`src/rtl/core/lafb_pkg.sv`:
```
`timescale 1ns / 1ps
// Shared constants and latency helpers for the look-at frame basis unit.
// No dependencies; imported by every module of the block except lafb_dly.
package lafb_pkg;

  localparam int IN_WIDTH_DEF = 32;
  localparam int OUT_FRAC_DEF = 30;
  localparam int INNER_FRAC   = 30;   // fraction bits of internal unit vectors
  localparam int OUT_W        = 32;   // result field width
  localparam int UNIT_W       = 32;   // internal unit component, signed
  localparam int MAG_W        = 30;   // block-normalised magnitude width
  localparam int SQRT_STEPS   = 32;   // one result bit per stage
  localparam int CROSS_W      = 2 * UNIT_W;
  localparam int CROSS_LAT    = 2;

  // quotient fraction bits: one more than the finest rounding needs
  function automatic int div_frac(input int out_frac);
    return ((out_frac > INNER_FRAC) ? out_frac : INNER_FRAC) + 1;
  endfunction

  // register stages of one normalisation pipe
  function automatic int norm_lat(input int out_frac);
    return 6 + SQRT_STEPS + div_frac(out_frac) + 1;
  endfunction

endpackage

```
`src/rtl/core/lafb_front.sv`:
```
`timescale 1ns / 1ps
// Front end: takes input transfers, forms eye minus target and parks the
// item in a two-entry queue ahead of the compute pipe. Uses lafb_pkg.
module lafb_front #(
  parameter int IN_WIDTH = lafb_pkg::IN_WIDTH_DEF
) (
  input  logic                       clk,
  input  logic                       rst_n,
  input  logic                       in_valid,
  output logic                       in_stall,
  input  logic signed [IN_WIDTH-1:0] eye_i    [3],
  input  logic signed [IN_WIDTH-1:0] target_i [3],
  input  logic signed [IN_WIDTH-1:0] up_i     [3],
  input  logic                       pop_i,
  output logic                       item_valid_o,
  output logic signed [IN_WIDTH:0]   back_o   [3],
  output logic signed [IN_WIDTH-1:0] up_o     [3]
);
  import lafb_pkg::*;

  logic signed [IN_WIDTH:0]   back_q_r [2][3];
  logic signed [IN_WIDTH-1:0] up_q_r   [2][3];
  logic       wr_ptr_r, wr_ptr_nxt;
  logic       rd_ptr_r, rd_ptr_nxt;
  logic [1:0] count_r, count_nxt;
  logic       push, pop;

  assign in_stall     = (count_r == 2'd2);
  assign push         = in_valid && !in_stall;
  assign item_valid_o = (count_r != 2'd0);
  assign pop          = pop_i && item_valid_o;

  // queue storage: back vector is the one subtraction done up front
  always_ff @(posedge clk) begin
    if (push) begin
      for (int i = 0; i < 3; i++) begin
        back_q_r[wr_ptr_r][i] <= (IN_WIDTH+1)'(eye_i[i]) - (IN_WIDTH+1)'(target_i[i]);
        up_q_r[wr_ptr_r][i]   <= up_i[i];
      end
    end
  end

  always_comb begin
    wr_ptr_nxt = push ? !wr_ptr_r : wr_ptr_r;
    rd_ptr_nxt = pop ? !rd_ptr_r : rd_ptr_r;
    count_nxt  = count_r + 2'(push) - 2'(pop);
  end

  always_ff @(posedge clk) begin
    if (!rst_n) begin
      wr_ptr_r <= 1'b0;
      rd_ptr_r <= 1'b0;
      count_r  <= 2'd0;
    end else begin
      wr_ptr_r <= wr_ptr_nxt;
      rd_ptr_r <= rd_ptr_nxt;
      count_r  <= count_nxt;
    end
  end

  always_comb begin
    for (int i = 0; i < 3; i++) begin
      back_o[i] = back_q_r[rd_ptr_r][i];
      up_o[i]   = up_q_r[rd_ptr_r][i];
    end
  end

endmodule

```
`config.mk`:
```
export PLATFORM = sky130hd
export DESIGN_NAME = lafb_front
export DESIGN_NICKNAME = d
export VERILOG_FILES = /design/src/rtl/core/lafb_pkg.sv /design/src/rtl/core/lafb_front.sv
export SDC_FILE = /design/constraint.sdc
export NUM_CORES = 1
export LEC_CHECK = 0
export ABC_AREA = 1
export BUFFER_PORTS_ARGS = -buffer_cell sky130_fd_sc_hd__buf_4
export CORE_MARGIN = 5
export CORE_UTILIZATION = 55
export DETAILED_ROUTE_END_ITERATION = 12
export GPL_ROUTABILITY_DRIVEN = 0
export GPL_TIMING_DRIVEN = 0
export HOLD_SLACK_MARGIN = 0.1
export PLACE_DENSITY = 0.81
export SLEW_MARGIN = 20
export SYNTH_ARGS = -nofsm -noshare
export SYNTH_HDL_FRONTEND = slang
export SYNTH_SLANG_ARGS = --single-unit
```
`constraint.sdc`:
```
create_clock -name clk -period 16.4 [get_ports clk]
set_input_delay 4.92 -clock clk [delete_from_list [all_inputs] [get_ports clk]]
set_output_delay 4.92 -clock clk [all_outputs]
set_load 0.01 [all_outputs]
```
==> results.toml, run 1 <==
[timing]
rsz0062_at_grt = "no"
fin_crit_ns = 7.21
slew_viol_final = 0
setup-violations-final = 0
worstMarginPinSlew_ns = 0.688
hold_violations = 0
finalSetupTns_ns = 0
fin_crit_sh = 0.440
slew_headroom = 0.538
fin_worst_skew_ns = 0.0239
fmax_ghz = 0.139

[place]
port_buffers = 488
hpwl_mm = 48.7

[worst_setup_path]
rr_startpoint = "count_r[0]"
rr_worst_depth = 5
r2r_end = "back_q_r[0][71]"
crit_buf_inv = 4
cp_top_family = "buffers and inverters"
max_stage_delay_ns = 0.39
worst_setup_path_end_kind = "primary output"
r2r_setup_slack_ns = 14.17
critPathSlowestCell = "mux2_2"
critical_path_arrival_ns = 2.29
cp.required_ns = 11.48
path_max_fanout = 10
path_class = "flop to primary output"
crit_chain = "buf_2 > buf_2 > buf_4 > mux2_2 > buf_4"
start_kind = "flop"

[drt]
vias = 17700
drt-initial-drc-count = 1389
dr.pass1.iters = 6
antenna_left = 0
routed_wl_mm = 62.8
routedWlPerCell_um = 18.3
drc_errors = 0
vias_per_cell = 5.18

[power]
p_leak_nw = 13.9
power.density_nw_per_um2 = 125
total_power_mw = 3.52
vdd_drop_max_mv = 0.0784

[die]
num_io_pins = 489
die_x_um = 210
die_h_um = 210
start_util = 0.556
core_um2 = 39600
die-area_um2 = 44200
rows = 73

[global_route]
grt_pass1_vias = 17700
grt_usage = 0.276
antenna_found_initial = 10
gr-total-overflow = 0
grt_pass1_wl_mm = 95.9
grt_max_degree = 27

[synth]
synth_xor_xnor_area_share = 0.0183
postSynthCellCount = 2308
synth_compound_area_frac = 0.0179
yosysTopAreaCellShare = 0.532
synth_adder_area_share = 0.0584
muxShareOfSynthArea = 0.0997
syn_nets = 2701
synth_area_per_cell_um2 = 9.54
yosys.area.top_type = "edfxtp_1"
synth_top_family_by_area = "simple AND/OR/NAND/NOR gates"
synth.top_cells.by_area = "edfxtp_1 53%, nand2_1 13%, mux2_2 10%"
yosys_warnings = 0
ys_ff_latch = 395
synth-seq-area-share = 0.536
synthesis.area_um2 = 22000
synthSimpleGateAreaFrac = 0.181
synth_cell_types = 25

[clocking]
hold_buffers = 0
clock_path_buffers = 3
clk_transition_reported_paths_ns = 0.06
cts-resized-gates = 0
cts_tree = "done"
postCtsSetupBuffers = 0
numCtsBuffers = 43
cts_sinks = 395
clockRootBuffer = "clkbuf_16"
clock_latency_ns = 0.56
htreeDepth = 2

[job]
max-cap-violations = 0

[final_layout]
syn2layout_area_growth_pct = 28.1
nFillCells = 2741
drive_gt1_frac = 0.287
nets = 3252

[outcome]
status = "finished, final reports clean"

[min_path]
hold_depth = 1
hold_start = "rd_ptr_r"
min_path_type = "flop to flop"
cell usage after synthesis:
master / count
o21bai_1: 3
buf_4: 16
and2_1: 6
fa_1: 3
edfxtp_1: 390
or2_2: 1
inv_1: 480
a21o_1: 3
or2_1: 4
a21oi_1: 64
nand2_2: 30
nand3_1: 66
dfxtp_1: 5
nand4_1: 12
nor3_1: 6
o21ai_0: 4
nand3_2: 5
a21oi_2: 1
nand2_1: 735
nor2_1: 128
mux2_2: 195
buf_2: 7
xnor2_1: 8
xor2_1: 38
ha_1: 98
flip-flops by register name, summed over array words and instances (netlist names), named ones only:
name / flops
back_q_r: 198
wr_ptr_r: 1
rd_ptr_r: 1
up_q_r: 192
count_r: 2
cells by family (layout without fill, tap and decap cells):
logic type	after synthesis	count (layout)
other cells	0	9
xor+xnor	46	46
buf+inv	503	1087
mux	195	195
fa+ha+maj	101	101
simple gates	993	993
compound gates	75	75
flops	395	395
worst register-to-register path, stage by stage, from the launching register on:
cell and delay [ns]:
dfxtp_1 0.40, o21ai_1 0.27, nor2_4 0.52, buf_16 0.25
buf_12 0.21, buf_12 0.24
cells in the final DEF (no fill, tap or decap), drive strengths merged, types with 4 or more instances in the layout:
master | netlist | final
diode | 0 | 9
xnor2 | 8 | 8
edfxtp | 390 | 390
ha | 98 | 98
mux2 | 195 | 195
a21oi | 65 | 65
nand4 | 12 | 12
clkinvlp | 0 | 4
nand2 | 765 | 765
buf | 23 | 529
inv | 480 | 482
nand3 | 71 | 71
clkinv | 0 | 18
and2 | 6 | 6
nor3 | 6 | 6
bufinv | 0 | 4
nor2 | 128 | 128
dfxtp | 5 | 5
o21ai | 4 | 4
xor2 | 38 | 38
clkbuf | 0 | 50
or2 | 5 | 5
worst max path at each step:
stage | start | endpoint | slack, ns | depth (start not counted)
5_1_grt | flop | back_o[58] | 9.10 | 5
2_1_floorplan | in_valid | back_q_r[0][0] | 2.44 | 2
3_3_place_gp | in_valid | back_q_r[1][66] | -2.23 | 3
3_5_place_dp | in_valid | back_q_r[1][66] | 9.49 | 6
4_1_cts | flop | back_o[58] | 9.12 | 5
6_report | flop | back_o[58] | 9.19 | 5
power breakdown:
group          total [mW]  switching (mW)  internal (mW)
clock network       0.971           0.405          0.565
registers            1.36          0.0394           1.32
logic                1.19           0.641          0.546
total                3.52            1.09           2.43
layer usage:
metal  part of all wire  track usage  up-vias  routed length (um)
met2               0.51        0.494      822               31800
li1                   -            -     8504                   -
met5            0.00021            0        -                  13
met4              0.049        0.123        2                3080
met3              0.087       0.0624      171                5460
met1               0.36        0.316     8244               22500
cell type report:
cell class,instances,area (um2),area share
diodes,9,22.5,0.000798
plain buffers,23,155,0.00550
clock buffers,50,1140,0.0405
clock inverters,28,278,0.00984
inverters,480,1800,0.0638
multi-input cells,1410,8280,0.293
flip-flops and latches,395,11800,0.418
well taps,525,657,0.0233
repair buffers,506,4080,0.145
metrics by stage:
stage	utilization	cells	hold WS, ns	worst slack, ns	area, um2
floorplan	-	2308	0.425	2.44	22000
global placement	0.665	3321	0.433	-2.23	26300
detailed placement	0.676	3339	0.449	9.49	26800
CTS	0.712	3417	0.485	9.12	28200
global route	0.712	3426	0.523	9.10	28200
finish	0.712	3426	0.489	9.19	28200
(Power assumes the default switching activity.)
==> run 2: changes to the inputs <==
- CORE_UTILIZATION: 55 -> 50
- PLACE_DENSITY: 0.81 -> 0.77
- clock period: 16.4 -> 6.45 ns (I/O delays scaled with it)
==> results.toml, run 2 (synthesized netlist as in run 1, its figures left out) <==
[power]
power_frac_comb = 0.334
internal_power_mw = 6.20
total_power_mw = 8.91
power.density_nw_per_um2 = 315
vdd_drop_max_mv = 0.219
seqPwrFrac = 0.389
p_leak_nw = 13.9
power_frac_clock = 0.277
switching_share = 0.304
netSwitchingPower_mw = 2.71

[min_path]
min_path_type = "flop to flop"
hold_start = "rd_ptr_r"

[clocking]
cts_tree = "done"
cts-resized-gates = 0
hold_buffers = 0
clock_latency_ns = 0.55
clockRootBuffer = "clkbuf_16"
cts_sinks = 395
clk_transition_reported_paths_ns = 0.06
postCtsSetupBuffers = 0
clock_path_buffers = 3
numCtsBuffers = 44
htreeDepth = 2

[global_route]
antenna_found_initial = 4
grt_usage = 0.241
grt_pass1_wl_mm = 91.9
grt_max_degree = 28
grt_pass1_vias = 17500
gr-total-overflow = 0

[die]
die_h_um = 220
start_util = 0.501
num_io_pins = 489
die-area_um2 = 48400
core_um2 = 43900
die_x_um = 220
rows = 77

[final_layout]
final_cell_mix = "735 x nand2_1, 504 x buf_4, 480 x inv_1"
top_regs = "back_q_r (198), up_q_r (192), count_r (2)"
nets = 3251
top_register = "back_q_r"
drive_gt1_frac = 0.286
syn2layout_area_growth_pct = 28.3
final_common_cell = "nand2_1"
largest_register_ffs = 198
fin_area_um2 = 28300

[drt]
dr.pass1.iters = 7
routed_wl_mm = 60.8
antenna_left = 0
vias = 17500
drt-initial-drc-count = 1250
drc_errors = 0
vias_per_cell = 5.02
routedWlPerCell_um = 17.4

[timing]
worst_slack_ns = 2.23
rsz0062_at_grt = "no"
slew_headroom = 0.355
setup-violations-final = 0
fin_crit_sh = 0.654
fmax_ghz = 0.237
fin_worst_skew_ns = 0.00896
hold_slack_ns = 0.490
slew_viol_final = 0
worstMarginPinSlew_ns = 0.958
hold_violations = 0
fin_crit_ns = 4.22

[worst_setup_path]
crit_buf_inv = 4
cp_top_family = "buffers and inverters"
critPathSlowestCell = "mux2_2"
rr_startpoint = "count_r[1]"
path_class = "flop to primary output"
path_max_fanout = 10
critical_path_arrival_ns = 2.28
cp.required_ns = 4.51
crit_chain = "buf_2 > buf_2 > buf_4 > mux2_2 > buf_4"
worst_setup_path_end_kind = "primary output"
max_stage_delay_ns = 0.40
start_kind = "flop"

[place]
hpwl_mm = 47.6
dpl_cell_area_um2 = 26800
port_buffers = 488
dpl_worst_slack_ns = 2.32

[outcome]
status = "finished, final reports clean"

[job]
max-cap-violations = 0
run 2: through the flow:
step	setup TNS, ns	cells	util
detailed placement	0	3404	0.611
CTS	0	3483	0.643
floorplan	-490.13	2308	-
global placement	-1640.69	3388	0.602
global route	0	3487	0.643
finish	0	3487	0.643
run 2: worst reg2reg max path, stage by stage, from the launching register on:
cell     delay (ns)
dfxtp_1        0.32
inv_1          0.10
o21ai_0        0.32
nor2_4         0.74
buf_12         0.29
buf_16         0.21
buf_12         0.21
run 2: final cells by class:
type                    count  area [um2]
multi-input cells        1410        8280
flip-flops and latches    395       11800
diodes                      4        10.0
clock buffers              58        1230
fillers                  3442       15700
inverters                 480        1800
clock inverters            21         201
well taps                 592         741
plain buffers              23         155
repair buffers            504        4040
run 2: final timing paths:
kind                           to  slack (ns)  cells after the start
hold / removal               flop        0.49                      1
setup reg to reg  back_q_r[0][24]        3.93                      6
hold reg to reg              flop        0.49                      1
setup / recovery       back_o[46]        2.23                      5
run 2: layer usage:
metal	share of wire	track usage	up-vias
li1	-	-	8478
met1	0.38	0.283	8180
met2	0.51	0.436	699
met3	0.075	0.0452	140
met4	0.035	0.0969	0
met5	0	0	-
run 2: power groups by stage:
stage | sequential, mW | combinational, mW | clock [mW]
6_report | 3.46 | 2.98 | 2.47
5_1_grt | 3.49 | 3.20 | 2.63
4_1_cts | 3.47 | 3.00 | 2.52
3_5_place_dp | 3.51 | 2.96 | 0
3_3_place_gp | 3.61 | 2.79 | 0
2_1_floorplan | 3.55 | 1.58 | 0
